`src/design/rdra_pkg.sv`:
```
// ----------------------------------------------------------------------------
// Radiation dose-rate averager package
// Shared widths, types and register indexes of the averager and its
// bit-serial multiplier.
// ----------------------------------------------------------------------------
package rdra_pkg;

    // Multiplier operand and product widths.
    localparam int MUL_A_BITS   = 32;
    localparam int MUL_B_BITS   = 24;
    localparam int MUL_P_BITS   = MUL_A_BITS + MUL_B_BITS;
    localparam int MUL_CNT_BITS = 5;

    // Field and register widths.
    localparam int COUNT_IN_BITS = 16;
    localparam int WORD_BITS     = 32;
    localparam int ALPHA_BITS    = 16;
    localparam int DOSE_BITS     = 24;
    localparam int ACC_BITS      = 48;
    localparam int EWMA_FRAC     = 10;
    localparam int RATE_CPM_BITS = WORD_BITS - EWMA_FRAC;
    localparam int DOSE_EWMA_SHIFT = 18;
    localparam int DOSE_CPM_SHIFT  = 8;

    // Window lengths and the fill counter that tracks how many seconds exist.
    localparam int FILL_BITS = 6;
    localparam logic [FILL_BITS-1:0] WIN_SHORT  = 6'd10;
    localparam logic [FILL_BITS-1:0] WIN_MEDIUM = 6'd30;
    localparam logic [FILL_BITS-1:0] WIN_LONG   = 6'd60;

    // Configuration register indexes.
    localparam int CFG_ADDR_BITS = 2;
    localparam logic [CFG_ADDR_BITS-1:0] REG_ALPHA_SHORT = 2'd0;
    localparam logic [CFG_ADDR_BITS-1:0] REG_ALPHA_LONG  = 2'd1;
    localparam logic [CFG_ADDR_BITS-1:0] REG_DOSE_FACTOR = 2'd2;

    // Register reset values.
    localparam logic [ALPHA_BITS-1:0] ALPHA_SHORT_RST = 16'd6554;
    localparam logic [ALPHA_BITS-1:0] ALPHA_LONG_RST  = 16'd2185;
    localparam logic [DOSE_BITS-1:0]  DOSE_FACTOR_RST = 24'd95630;

    typedef logic [MUL_A_BITS-1:0] t_mul_a;
    typedef logic [MUL_B_BITS-1:0] t_mul_b;
    typedef logic [MUL_P_BITS-1:0] t_mul_p;
    typedef logic [WORD_BITS-1:0]  t_word;
    typedef logic [DOSE_BITS-1:0]  t_cfg_data;

endpackage

```
`src/design/rdra_mul.sv`:
```
// ----------------------------------------------------------------------------
// Bit-serial multiplier
// Shift-and-add multiplier that retires one multiplier bit per cycle. The
// product is ready after the last multiplier bit has been retired and is flagged by o_done.
// ----------------------------------------------------------------------------
module rdra_mul (
    input  logic            i_clk,
    input  logic            i_rst_n,
    input  logic            i_start,
    input  rdra_pkg::t_mul_a i_a,
    input  rdra_pkg::t_mul_b i_b,
    output logic            o_done,
    output rdra_pkg::t_mul_p o_product
);
    import rdra_pkg::*;

    t_mul_a                  r_a;
    logic [MUL_A_BITS-1:0]   r_hi;
    t_mul_b                  r_lo;
    logic [MUL_CNT_BITS-1:0] r_cnt;
    logic                    r_busy;
    logic                    r_done;
    logic [MUL_A_BITS:0]     n_sum;

    // One partial product is added to the upper half per step.
    assign n_sum = {1'b0, r_hi} + (r_lo[0] ? {1'b0, r_a} : '0);

    // Step control.
    always_ff @(posedge i_clk) begin
        if (!i_rst_n) begin
            r_busy <= 1'b0;
            r_done <= 1'b0;
            r_cnt  <= '0;
        end else begin
            r_done <= 1'b0;
            if (i_start) begin
                r_busy <= 1'b1;
                r_cnt  <= MUL_CNT_BITS'(MUL_B_BITS);
            end else if (r_busy) begin
                r_cnt <= r_cnt - 1'b1;
                if (r_cnt == MUL_CNT_BITS'(1)) begin
                    r_busy <= 1'b0;
                    r_done <= 1'b1;
                end
            end
        end
    end

    // Product shift register: low bits enter from the adder as the
    // multiplier bits leave.
    always_ff @(posedge i_clk) begin
        if (i_start) begin
            r_a  <= i_a;
            r_hi <= '0;
            r_lo <= i_b;
        end else if (r_busy) begin
            r_hi <= n_sum[MUL_A_BITS:1];
            r_lo <= {n_sum[0], r_lo[MUL_B_BITS-1:1]};
        end
    end

    assign o_done    = r_done;
    assign o_product = {r_hi, r_lo};

endmodule

```
`src/design/radiation_dose_rate_averager_unit.sv`:
```
// ----------------------------------------------------------------------------
// Radiation dose-rate averager
// Keeps 10, 30 and 60 second window sums of per-second pulse counts, smooths
// the 10 s and 30 s rates and converts the averages and 60 s sum to dose rates.
// ----------------------------------------------------------------------------
//  Channel   | Direction | Contents
//  s_axis    | in        | second_count, total_ticks, uptime_seconds
//  m_axis    | out       | total_ticks_out, dose_short, dose_medium, dose_long,
//            |           | uptime_out
//  i_cfg_*   | in        | alpha_short, alpha_long, dose_factor writes
//
// The seven products of an item run one after another through a single
// bit-serial multiplier that retires one bit per cycle. The three ring reads
// are issued one after another on the single read port. The input side takes
// the next item as soon as the block returns to idle, even while a result
// still waits in the output register; a stalled output holds the sequencer
// only at its last step. Reset clears the fill count rather than the ring, so
// entries not yet written read as zero and no clearing pass is needed.
// ----------------------------------------------------------------------------
module radiation_dose_rate_averager_unit #(
    parameter int RING_DEPTH = 64,
    parameter int COUNT_BITS = 16
) (
    input  logic                i_clk,
    input  logic                i_rst_n,
    input  logic                s_axis_tvalid,
    output logic                s_axis_tready,
    // [15:0] second_count, [47:16] total_ticks, [79:48] uptime_seconds
    input  logic [79:0]         s_axis_tdata,
    output logic                m_axis_tvalid,
    input  logic                m_axis_tready,
    // [31:0] total_ticks_out, [63:32] dose_short, [95:64] dose_medium,
    // [127:96] dose_long, [159:128] uptime_out
    output logic [159:0]        m_axis_tdata,
    input  logic                i_cfg_we,
    input  logic [rdra_pkg::CFG_ADDR_BITS-1:0] i_cfg_addr,
    input  rdra_pkg::t_cfg_data i_cfg_wdata
);
    import rdra_pkg::*;

    localparam int HEAD_BITS = $clog2(RING_DEPTH);
    localparam int SUM_BITS  = COUNT_BITS + 6;
    localparam int CPM_W     = (SUM_BITS + 3 > RATE_CPM_BITS) ? SUM_BITS + 3
                                                              : RATE_CPM_BITS + 1;

    // Sequencer states.
    localparam logic [3:0] S_IDLE     = 4'd0;
    localparam logic [3:0] S_RD10     = 4'd1;
    localparam logic [3:0] S_RD30     = 4'd2;
    localparam logic [3:0] S_RD60     = 4'd3;
    localparam logic [3:0] S_SUM      = 4'd4;
    localparam logic [3:0] S_RATE     = 4'd5;
    localparam logic [3:0] S_MUL_GO   = 4'd6;
    localparam logic [3:0] S_MUL_WAIT = 4'd7;
    localparam logic [3:0] S_OUT      = 4'd8;

    // Multiplier operations in issue order.
    localparam logic [2:0] OP_RATE_S = 3'd0;
    localparam logic [2:0] OP_AVG_S  = 3'd1;
    localparam logic [2:0] OP_RATE_M = 3'd2;
    localparam logic [2:0] OP_AVG_M  = 3'd3;
    localparam logic [2:0] OP_DOSE_S = 3'd4;
    localparam logic [2:0] OP_DOSE_M = 3'd5;
    localparam logic [2:0] OP_DOSE_L = 3'd6;

    logic [3:0]            r_state;
    logic [2:0]            r_op;
    logic [HEAD_BITS-1:0]  r_head;
    logic [FILL_BITS-1:0]  r_fill;
    logic [SUM_BITS-1:0]   r_sum10;
    logic [SUM_BITS-1:0]   r_sum30;
    logic [SUM_BITS-1:0]   r_sum60;
    t_word                 r_ewma_s;
    t_word                 r_ewma_m;
    logic [ALPHA_BITS-1:0] r_alpha_s;
    logic [ALPHA_BITS-1:0] r_alpha_l;
    logic [DOSE_BITS-1:0]  r_dose;

    logic [COUNT_BITS-1:0] r_ring [RING_DEPTH];
    logic [COUNT_BITS-1:0] r_rd_data;
    logic [HEAD_BITS-1:0]  n_rd_addr;

    logic [COUNT_BITS-1:0] r_count;
    t_word                 r_ticks;
    t_word                 r_uptime;
    logic [COUNT_BITS-1:0] r_old10;
    logic [COUNT_BITS-1:0] r_old30;
    t_word                 r_rate_s;
    t_word                 r_rate_m;
    t_word                 r_avg_s;
    t_word                 r_avg_m;
    logic [ACC_BITS-1:0]   r_acc;
    t_word                 r_dose_s;
    t_word                 r_dose_m;
    t_word                 r_dose_l;
    logic                  r_m_valid;
    logic [159:0]          r_m_data;

    logic [CPM_W-1:0]      n_cpm10;
    logic [CPM_W-1:0]      n_cpm30;
    t_word                 n_rate_s;
    t_word                 n_rate_m;
    logic [ACC_BITS-1:0]   n_acc_sum;
    logic [COUNT_BITS-1:0] n_old60;
    logic [HEAD_BITS-1:0]  n_head;

    t_mul_a                mul_a;
    t_mul_b                mul_b;
    logic                  mul_done;
    t_mul_p                mul_p;

    // Ring index k seconds older than h, modulo the ring depth.
    function automatic logic [HEAD_BITS-1:0] ring_back(
        input logic [HEAD_BITS-1:0] h,
        input logic [FILL_BITS-1:0] k
    );
        logic [HEAD_BITS:0] hx;
        logic [HEAD_BITS:0] kx;
        hx = {1'b0, h};
        kx = (HEAD_BITS + 1)'(k);
        if (hx >= kx) begin
            return HEAD_BITS'(hx - kx);
        end else begin
            return HEAD_BITS'(hx + (HEAD_BITS + 1)'(RING_DEPTH) - kx);
        end
    endfunction

    assign s_axis_tready = (r_state == S_IDLE);
    assign m_axis_tvalid = r_m_valid;
    assign m_axis_tdata  = r_m_data;

    assign n_head = (r_head == HEAD_BITS'(RING_DEPTH - 1)) ? '0 : r_head + 1'b1;

    // Read address of the entry leaving each window.
    always_comb begin
        case (r_state)
            S_RD10:  n_rd_addr = ring_back(r_head, WIN_SHORT);
            S_RD30:  n_rd_addr = ring_back(r_head, WIN_MEDIUM);
            S_RD60:  n_rd_addr = ring_back(r_head, WIN_LONG);
            default: n_rd_addr = r_head;
        endcase
    end

    // Count ring, one write and one registered read per cycle.
    always_ff @(posedge i_clk) begin
        if (r_state == S_RD60) begin
            r_ring[r_head] <= r_count;
        end
        r_rd_data <= r_ring[n_rd_addr];
    end

    // Seconds that predate the first item read as zero.
    assign n_old60 = (r_fill >= WIN_LONG) ? r_rd_data : '0;

    // Counts per minute and saturated Q22.10 rates.
    always_comb begin
        n_cpm10 = (CPM_W'(r_sum10) << 2) + (CPM_W'(r_sum10) << 1);
        n_cpm30 = CPM_W'(r_sum30) << 1;
        n_rate_s = (|n_cpm10[CPM_W-1:RATE_CPM_BITS]) ? '1
                 : {n_cpm10[RATE_CPM_BITS-1:0], {EWMA_FRAC{1'b0}}};
        n_rate_m = (|n_cpm30[CPM_W-1:RATE_CPM_BITS]) ? '1
                 : {n_cpm30[RATE_CPM_BITS-1:0], {EWMA_FRAC{1'b0}}};
    end

    // Operand selection for the shared multiplier.
    always_comb begin
        case (r_op)
            OP_RATE_S: begin
                mul_a = r_rate_s;
                mul_b = MUL_B_BITS'(r_alpha_s);
            end
            OP_AVG_S: begin
                mul_a = r_avg_s;
                mul_b = MUL_B_BITS'(17'h10000 - {1'b0, r_alpha_s});
            end
            OP_RATE_M: begin
                mul_a = r_rate_m;
                mul_b = MUL_B_BITS'(r_alpha_l);
            end
            OP_AVG_M: begin
                mul_a = r_avg_m;
                mul_b = MUL_B_BITS'(17'h10000 - {1'b0, r_alpha_l});
            end
            OP_DOSE_S: begin
                mul_a = r_ewma_s;
                mul_b = r_dose;
            end
            OP_DOSE_M: begin
                mul_a = r_ewma_m;
                mul_b = r_dose;
            end
            default: begin
                mul_a = MUL_A_BITS'(r_sum60);
                mul_b = r_dose;
            end
        endcase
    end

    assign n_acc_sum = r_acc + mul_p[ACC_BITS-1:0];

    rdra_mul u_mul (
        .i_clk     (i_clk),
        .i_rst_n   (i_rst_n),
        .i_start   (r_state == S_MUL_GO),
        .i_a       (mul_a),
        .i_b       (mul_b),
        .o_done    (mul_done),
        .o_product (mul_p)
    );

    // Configuration registers.
    always_ff @(posedge i_clk) begin
        if (!i_rst_n) begin
            r_alpha_s <= ALPHA_SHORT_RST;
            r_alpha_l <= ALPHA_LONG_RST;
            r_dose    <= DOSE_FACTOR_RST;
        end else if (i_cfg_we) begin
            case (i_cfg_addr)
                REG_ALPHA_SHORT: r_alpha_s <= i_cfg_wdata[ALPHA_BITS-1:0];
                REG_ALPHA_LONG:  r_alpha_l <= i_cfg_wdata[ALPHA_BITS-1:0];
                REG_DOSE_FACTOR: r_dose    <= i_cfg_wdata;
                default: ;
            endcase
        end
    end

    // Sequencer and block state.
    always_ff @(posedge i_clk) begin
        if (!i_rst_n) begin
            r_state   <= S_IDLE;
            r_op      <= OP_RATE_S;
            r_head    <= '0;
            r_fill    <= '0;
            r_sum10   <= '0;
            r_sum30   <= '0;
            r_sum60   <= '0;
            r_ewma_s  <= '0;
            r_ewma_m  <= '0;
            r_m_valid <= 1'b0;
        end else begin
            // The result flag rises when a result is loaded and falls after
            // its transfer.
            if (r_state == S_OUT && (!r_m_valid || m_axis_tready)) begin
                r_m_valid <= 1'b1;
            end else if (r_m_valid && m_axis_tready) begin
                r_m_valid <= 1'b0;
            end
            case (r_state)
                S_IDLE: begin
                    if (s_axis_tvalid) begin
                        r_head <= n_head;
                        r_state <= S_RD10;
                    end
                end
                S_RD10:  r_state <= S_RD30;
                S_RD30:  r_state <= S_RD60;
                S_RD60:  r_state <= S_SUM;
                S_SUM: begin
                    r_sum10 <= r_sum10 + SUM_BITS'(r_count) - SUM_BITS'(r_old10);
                    r_sum30 <= r_sum30 + SUM_BITS'(r_count) - SUM_BITS'(r_old30);
                    r_sum60 <= r_sum60 + SUM_BITS'(r_count) - SUM_BITS'(n_old60);
                    if (r_fill != WIN_LONG) begin
                        r_fill <= r_fill + 1'b1;
                    end
                    r_state <= S_RATE;
                end
                S_RATE: begin
                    r_op    <= OP_RATE_S;
                    r_state <= S_MUL_GO;
                end
                S_MUL_GO: r_state <= S_MUL_WAIT;
                S_MUL_WAIT: begin
                    if (mul_done) begin
                        if (r_op == OP_AVG_S) begin
                            r_ewma_s <= n_acc_sum[ACC_BITS-1:ALPHA_BITS];
                        end
                        if (r_op == OP_AVG_M) begin
                            r_ewma_m <= n_acc_sum[ACC_BITS-1:ALPHA_BITS];
                        end
                        if (r_op == OP_DOSE_L) begin
                            r_state <= S_OUT;
                        end else begin
                            r_op    <= r_op + 1'b1;
                            r_state <= S_MUL_GO;
                        end
                    end
                end
                S_OUT: begin
                    if (!r_m_valid || m_axis_tready) begin
                        r_state <= S_IDLE;
                    end
                end
                default: r_state <= S_IDLE;
            endcase
        end
    end

    // Item payload, window leavers, rates and products.
    always_ff @(posedge i_clk) begin
        if (r_state == S_IDLE && s_axis_tvalid) begin
            r_count  <= COUNT_BITS'(s_axis_tdata[COUNT_IN_BITS-1:0]);
            r_ticks  <= s_axis_tdata[47:16];
            r_uptime <= s_axis_tdata[79:48];
        end
        if (r_state == S_RD30) begin
            r_old10 <= (r_fill >= WIN_SHORT) ? r_rd_data : '0;
        end
        if (r_state == S_RD60) begin
            r_old30 <= (r_fill >= WIN_MEDIUM) ? r_rd_data : '0;
        end
        // An empty average starts from the current rate.
        if (r_state == S_RATE) begin
            r_rate_s <= n_rate_s;
            r_rate_m <= n_rate_m;
            r_avg_s  <= (r_ewma_s == '0 && n_rate_s != '0) ? n_rate_s : r_ewma_s;
            r_avg_m  <= (r_ewma_m == '0 && n_rate_m != '0) ? n_rate_m : r_ewma_m;
        end
        if (r_state == S_MUL_WAIT && mul_done) begin
            case (r_op)
                OP_RATE_S, OP_RATE_M: r_acc <= mul_p[ACC_BITS-1:0];
                OP_DOSE_S: r_dose_s <= (|mul_p[MUL_P_BITS-1:WORD_BITS+DOSE_EWMA_SHIFT])
                    ? '1 : mul_p[WORD_BITS+DOSE_EWMA_SHIFT-1:DOSE_EWMA_SHIFT];
                OP_DOSE_M: r_dose_m <= (|mul_p[MUL_P_BITS-1:WORD_BITS+DOSE_EWMA_SHIFT])
                    ? '1 : mul_p[WORD_BITS+DOSE_EWMA_SHIFT-1:DOSE_EWMA_SHIFT];
                OP_DOSE_L: r_dose_l <= (|mul_p[MUL_P_BITS-1:WORD_BITS+DOSE_CPM_SHIFT])
                    ? '1 : mul_p[WORD_BITS+DOSE_CPM_SHIFT-1:DOSE_CPM_SHIFT];
                default: ;
            endcase
        end
        // Result register, loaded once the previous result has left.
        if (r_state == S_OUT && (!r_m_valid || m_axis_tready)) begin
            r_m_data <= {r_uptime, r_dose_l, r_dose_m, r_dose_s, r_ticks};
        end
    end

endmodule
```
`config.mk`:
```
export PLATFORM = sky130hd
export DESIGN_NAME = radiation_dose_rate_averager_unit
export DESIGN_NICKNAME = d
export VERILOG_FILES = /design/src/design/rdra_pkg.sv /design/src/design/rdra_mul.sv /design/src/design/radiation_dose_rate_averager_unit.sv
export SDC_FILE = /design/constraint.sdc
export NUM_CORES = 2
export LEC_CHECK = 0
export ABC_CLOCK_PERIOD_IN_PS = 11700
export BUFFER_PORTS_ARGS = -buffer_cell sky130_fd_sc_hd__buf_4
export CAP_MARGIN = 20
export CORE_ASPECT_RATIO = 2
export CORE_UTILIZATION = 62
export CTS_CLUSTER_DIAMETER = 80
export DETAILED_ROUTE_END_ITERATION = 10
export PLACE_DENSITY = 0.8
export SLEW_MARGIN = 20
export SYNTH_ARGS = -nofsm -noshare
export SYNTH_HDL_FRONTEND = slang
export SYNTH_SLANG_ARGS = --single-unit
```
`constraint.sdc`:
```
create_clock -name i_clk -period 11.7 [get_ports i_clk]
set_clock_uncertainty 0.2 [all_clocks]
set_input_delay 1.17 -clock i_clk [delete_from_list [all_inputs] [get_ports i_clk]]
set_output_delay 1.17 -clock i_clk [all_outputs]
set_load 0.02 [all_outputs]
```
# Yosys cells after proc, flatten, opt, wreduce, memory -nomap -nowiden
# Memories as Yosys holds them, arrays and structs flattened. A register that Yosys moved wholly into a read port is not among the register bits.
# Index checks and enable logic that the tools add are counted.
[word_totals]
regBits = 845
ramBits = 1024
mem_count = 1
[memory_table]
columns = ["memory", "depth", "word_bits", "read_ports", "rd_ports_with_merged_regs", "wr", "line_no", "rtl"]
rows = [
  ["r_ring", 64, 16, 1, 1, 1, "radiation_dose_rate_averager_unit.sv:79", "logic [COUNT_BITS-1:0] r_ring [RING_DEPTH];"],
]
[op_classes]
reduce_logical = 37
n_addsub = 22
n_eq_ne = 23
magnitude_cmp = 6
bitwise_logic = 2
mux = 34
[ops]
columns = ["operator", "n"]
rows = [
  ["$mux W32", 6],
  ["$pmux W32 S6", 1],
  ["$pmux W24 S4", 1],
  ["$add A22 B16 Y22", 3],
  ["$sub A22 B16 Y22", 3],
  ["$logic_not A32 Y1", 2],
  ["$reduce_bool A32 Y1", 2],
  ["$add A48 B48 Y48", 1],
  ["$mux W24", 2],
  ["$pmux W4 S9", 1],
  ["$sub A17 B16 Y18 const A", 2],
  ["$add A32 B33 Y33", 1],
  ["$add A24 B23 Y25", 1],
  ["$mux W6", 4],
  ["$add A6 B1 Y6 const B", 3],
  ["$pmux W6 S3", 1],
  ["$reduce_and A2 Y1", 9],
  ["$eq A4 B3 Y1 const B", 4],
  ["$mux W16", 1],
  ["$mux W4", 4],
  ["$reduce_or A16 Y1", 1],
  ["$ge A6 B4 Y1 const B", 2],
  ["$ge A6 B5 Y1 const B", 2],
  ["$ge A6 B6 Y1 const B", 2],
  ["34 further kinds", 65],
]

# Depth between registers and ports, before layout
[depth]
depth_word = 6
mapped_depth = 19
ltp_nobuf = 17

# Hierarchy
# From an unflattened synthesis, not the netlist that was laid out.
[hier_totals]
cells_unflattened = 5531
hier_area_um2 = 79956.7
[modules_own_cells]
columns = ["mod", "cells_each", "seq_area_each_um2", "instances", "area_each_um2"]
rows = [
  ["radiation_dose_rate_averager_unit", 5012, 50928.8, 1, 74630.3],
  ["rdra_mul", 519, 2462.4, 1, 5326.4],
]

# Least setup slack after synthesis
# Ideal clock, no wire load.
[synth_path]
path_type = "input port to flip-flop"
startpoint = "input port m_axis_tready"
endpoint = "register r_m_data[0], in the netlist m_axis_tdata[0], enable pin"
t_required_ns = 10.799
stages = 2
slack_ns = 2.496
t_arrival_ns = 8.303
path_buffers = 0
setup_time_ns = 0.701
path_cell_list = "nor2b_1 nor2b_1"
[synth_via]
elab_chain_cells = 2
[synth_lines]
columns = ["item", "line_no", "rtl"]
rows = [
  ["start: declaration", "radiation_dose_rate_averager_unit.sv:31", "input logic m_axis_tready,"],
  ["$logic_or A1 B1 Y1", "radiation_dose_rate_averager_unit.sv:331", "if (r_state == S_OUT && (!r_m_valid || m_axis_tready)) begin"],
  ["$logic_and A1 B1 Y1", "radiation_dose_rate_averager_unit.sv:331", ""],
  ["end signal: assignment", "radiation_dose_rate_averager_unit.sv:332", "r_m_data <= {r_uptime, r_dose_l, r_dose_m, r_dose_s, r_ticks};"],
  ["end: declaration", "radiation_dose_rate_averager_unit.sv:97", "logic [159:0] r_m_data;"],
]
# No other way between the ends.
# A chain may end at the register's enable or synchronous reset.

# Worst setup path after layout
[layout_path]
startpoint = "register r_state[1]"
endpoint = "register r_rd_data[3], read port of r_ring"
[layout_via]
elab_chain_cells = 2
elab_cells_between_ends = 4
cone_classes = "eq/ne: 3; mux: 1"
[layout_lines]
columns = ["item", "line_no", "rtl"]
rows = [
  ["start: declaration", "radiation_dose_rate_averager_unit.sv:66", "logic [3:0] r_state;"],
  ["start signal: assignment", "radiation_dose_rate_averager_unit.sv:230", "r_state <= S_IDLE;"],
  ["start signal: assignment", "radiation_dose_rate_averager_unit.sv:252", "r_state <= S_RD10;"],
  ["start signal: assignment", "radiation_dose_rate_averager_unit.sv:255", "S_RD10: r_state <= S_RD30;"],
  ["$eq A4 B2 Y1 or $eq A4 B1 Y1 (tied branches)", "--", ""],
  ["$pmux W6 S3 *", "radiation_dose_rate_averager_unit.sv:136", "case (r_state)"],
  ["end: declaration", "radiation_dose_rate_averager_unit.sv:80", "logic [COUNT_BITS-1:0] r_rd_data;"],
]
# Every way passes the cells marked *; elsewhere a longest branch is shown, timed or not.

==> results.cfg <==
[die]
pin_count = 273
core_area_sq_mm = 0.127
dieArea_sq_mm = 0.130
start_util = 0.627
row_count = 185
chipWidth_microns = 256
die_h_microns = 510

[critical_path]
crit_start = r_state[1]
worstSetupStartpointType = flop
cp.required_ns = 12.23
crit_type = reg -> reg
r2r-start = r_state[1]
crit_fanout = 82
reg2reg_slack_ns = 6.22
worstSetupEndpointType = flop
worst-endpoint-arrival_ns = 6.01

[pwr]
p_sw_w = 0.00374
leakage_nw = 31.6
switching_share = 0.254
power_frac_clock = 0.355
power_frac_seq = 0.510
pwr-share-comb = 0.135
powerDensity_mw_per_mm2 = 166
vdd_drop_max_uv = 158
p_int_w = 0.0110
design_power_total_w = 0.0147

[run_status]
status = complete, no violations

[layout]
drive_gt1_frac = 0.175
final_cell_count_no_fill = 7536
num-fill-cells = 8221
final_common_cell = edfxtp_1
most-common-layout-cells = edfxtp_1 (1604), nand2_1 (575), buf_4 (363)
syn2layout_area_growth_pct = 11.4
finalNetCount = 6071
design_area_sq_mm = 0.0890

[global_routing]
grt_util_all_layers = 0.324
grt_max_degree = 135
antenna_found_initial = 11
grt_pass1_wl_microns = 307000
overflow = 0
grt_pass1_vias = 48720

[run]
maxCapViolCount = 0

[detailed_routing]
avgRoutedWirePerCell_microns = 27.8
antenna_left = 0
routed_wl_microns = 209000
wl_met2_microns = 110000
drt_pass1_iterations = 9
wl_met3_microns = 12400
met1_length_microns = 64600
via_per_inst = 6.38
remaining_drc_errors = 0
routed.top_layer = met5
vias = 48061
drt_iter0_markers = 4395

[logic_synthesis]
synth.area.top_cells = edfxtp_1 (60%), mux4_2 (7.2%), dfxtp_1 (6.5%), ha_1 (2.9%), nand2_1 (2.7%)
synth_top_cell_area_share = 0.603
syn_area_per_cell_sq_um = 14.6
synth-edff-count = 1604
synth_cell_types = 92
synth_area_sq_mm = 0.0799
yosys_warnings = 0
yosys.area.top_type = edfxtp_1
synthFlopType = edfxtp_1
yosysSeqAreaShare = 0.668
async_reset_ff_frac = 0
syn_inst = 5477
syn_nets = 5821
synth_seq_cells = 1865

[sta]
setup_viol = 0
hold_ws_ns = 0.208
rsz0062_at_grt = false
period_needed_ns = 5.48
fmax_mhz = 182
hold_viol_final = 0
fin_crit_sh = 0.468
relSlewSlack = 0.210
tns_ns = 0
worst_pin_slew_ns = 1.18
finalMaxSlewViolations = 0

[hold_path]
min_from = r_ticks[19]
hold_class = reg -> reg

[placement]
placed_cell_area_sq_mm = 0.0839
dp_cells = 7254
hpwl_microns = 143000
portBuffers = 272
globalplace.congestion = 0.974

[clock_tree]
holdBufCountCts = 0
clock_path_buffers = 3
cts_num_sinks = 1865
clock_latency_ns = 0.81
root_buffer = clkbuf_16
post-cts-setup-buffers = 0
cts_tree = done
cts.repair.resized = 0
clk_pin_slew_worst_paths_ns = 0.07
cts_made_buffers = 153
htreeDepth = 4
-- cells by family after synthesis --
family | after synthesis | share of synthesized area
flip-flops | 1865 | 0.668
adder cells (fa/ha/maj) | 233 | 0.0413
multiplexers | 329 | 0.0820
buffers and inverters | 522 | 0.0254
XOR/XNOR | 146 | 0.0160
AND/OR/NAND/NOR | 1470 | 0.0881
AO/OA/AOI/OAI | 912 | 0.0788
-- worst max-delay path, stage by stage, from the launching register on --
cell      delay [ns]
dfxtp_1         0.76
inv_1           0.27
nor2_1          0.20
nand2_1         0.14
inv_1           0.68
fa_1            0.37
nor2b_1         0.08
a21oi_1         0.33
o22a_4          0.57
buf_4           0.75
a211oi_1        0.17
a311oi_1        0.49
a211oi_1        0.14
a31oi_1         0.18
-- final timing paths --
check | endpoint | cells past startpoint
worst max-delay path | r_rd_data[3] | 13
worst min-delay path | m_axis_tdata[19] | 0
worst max register to register | r_rd_data[3] | 13
worst min register to register | m_axis_tdata[19] | 0
-- synth_stat cells, types with 9 or more instances --
master,instances
nand4_1,24
nor4_1,26
ha_1,182
a311oi_1,18
edfxtp_1,1604
nand2b_1,30
nand2_1,575
or2_1,11
mux4_2,256
nor3_1,36
inv_1,248
nor2_1,255
o21bai_1,29
o211ai_1,28
a211oi_1,94
and2_1,178
nor2b_1,41
a31oi_1,71
buf_2,40
a21boi_0,76
xnor2_1,86
nand2_2,9
a311o_1,16
o21ai_0,157
dfxtp_1,261
xor2_1,60
mux2_2,40
a21oi_1,134
or3_1,56
clkbuf_1,195
a21o_1,96
nand3_1,110
buf_1,33
a22oi_1,37
o21a_1,33
o21ai_1,15
fa_1,51
a222oi_1,37
or2_2,47
mux2i_1,33
and3_1,20
-- per-layer routing --
metal	global-route usage	vias up
li1	-	21131
met2	0.583	2302
met5	0	-
met4	0.293	12
met3	0.0549	751
met1	0.317	23865
-- power by group through the flow --
stage	clock, W	sequential [W]	combinational (W)
finish	0.00523	0.00752	0.00199
global route	0.00549	0.00751	0.00210
global placement	0	0.00765	0.00191
detailed placement	0	0.00766	0.00194
CTS	0.00527	0.00751	0.00196
floorplan	0	0.00760	0.00127
-- registers in the layout, indices dropped and copies added, names as in the netlist, 22 cells and up --
register and count:
r_ewma_s 32, r_ticks 32, r_rate_s 22, r_avg_m 32, r_dose_s 32, r_acc 48
r_uptime 32, r_sum30 22, m_axis_tdata 160, r_ewma_m 32, u_mul.r_lo 24, r_avg_s 32
r_dose_l 32, r_sum60 22, r_sum10 22, r_dose_m 32, r_rate_m 22, r_dose 24
r_ring 1024, u_mul.r_hi 32, u_mul.r_a 32
-- through the flow --
stage / setup slack, ns / util
finish: 6.22 / 0.699
global route: 5.86 / 0.699
CTS: 6.30 / 0.699
detailed placement: 6.31 / 0.659
global placement: 6.48 / 0.659
floorplan: 2.50 / -
-- cell type report --
cell class / count / area (sq um) / area share
sequential: 1865 / 53400 / 0.600
clock inverter: 81 / 875 / 0.00983
tap: 1683 / 2110 / 0.0237
inverter: 249 / 937 / 0.0105
clock buffer: 196 / 4140 / 0.0465
antenna: 4 / 10.0 / 0.000113
multi-input combinational: 3090 / 24700 / 0.278
timing repair buffer: 368 / 2800 / 0.0315
Note: power is estimated with default switching activity, not from simulation.
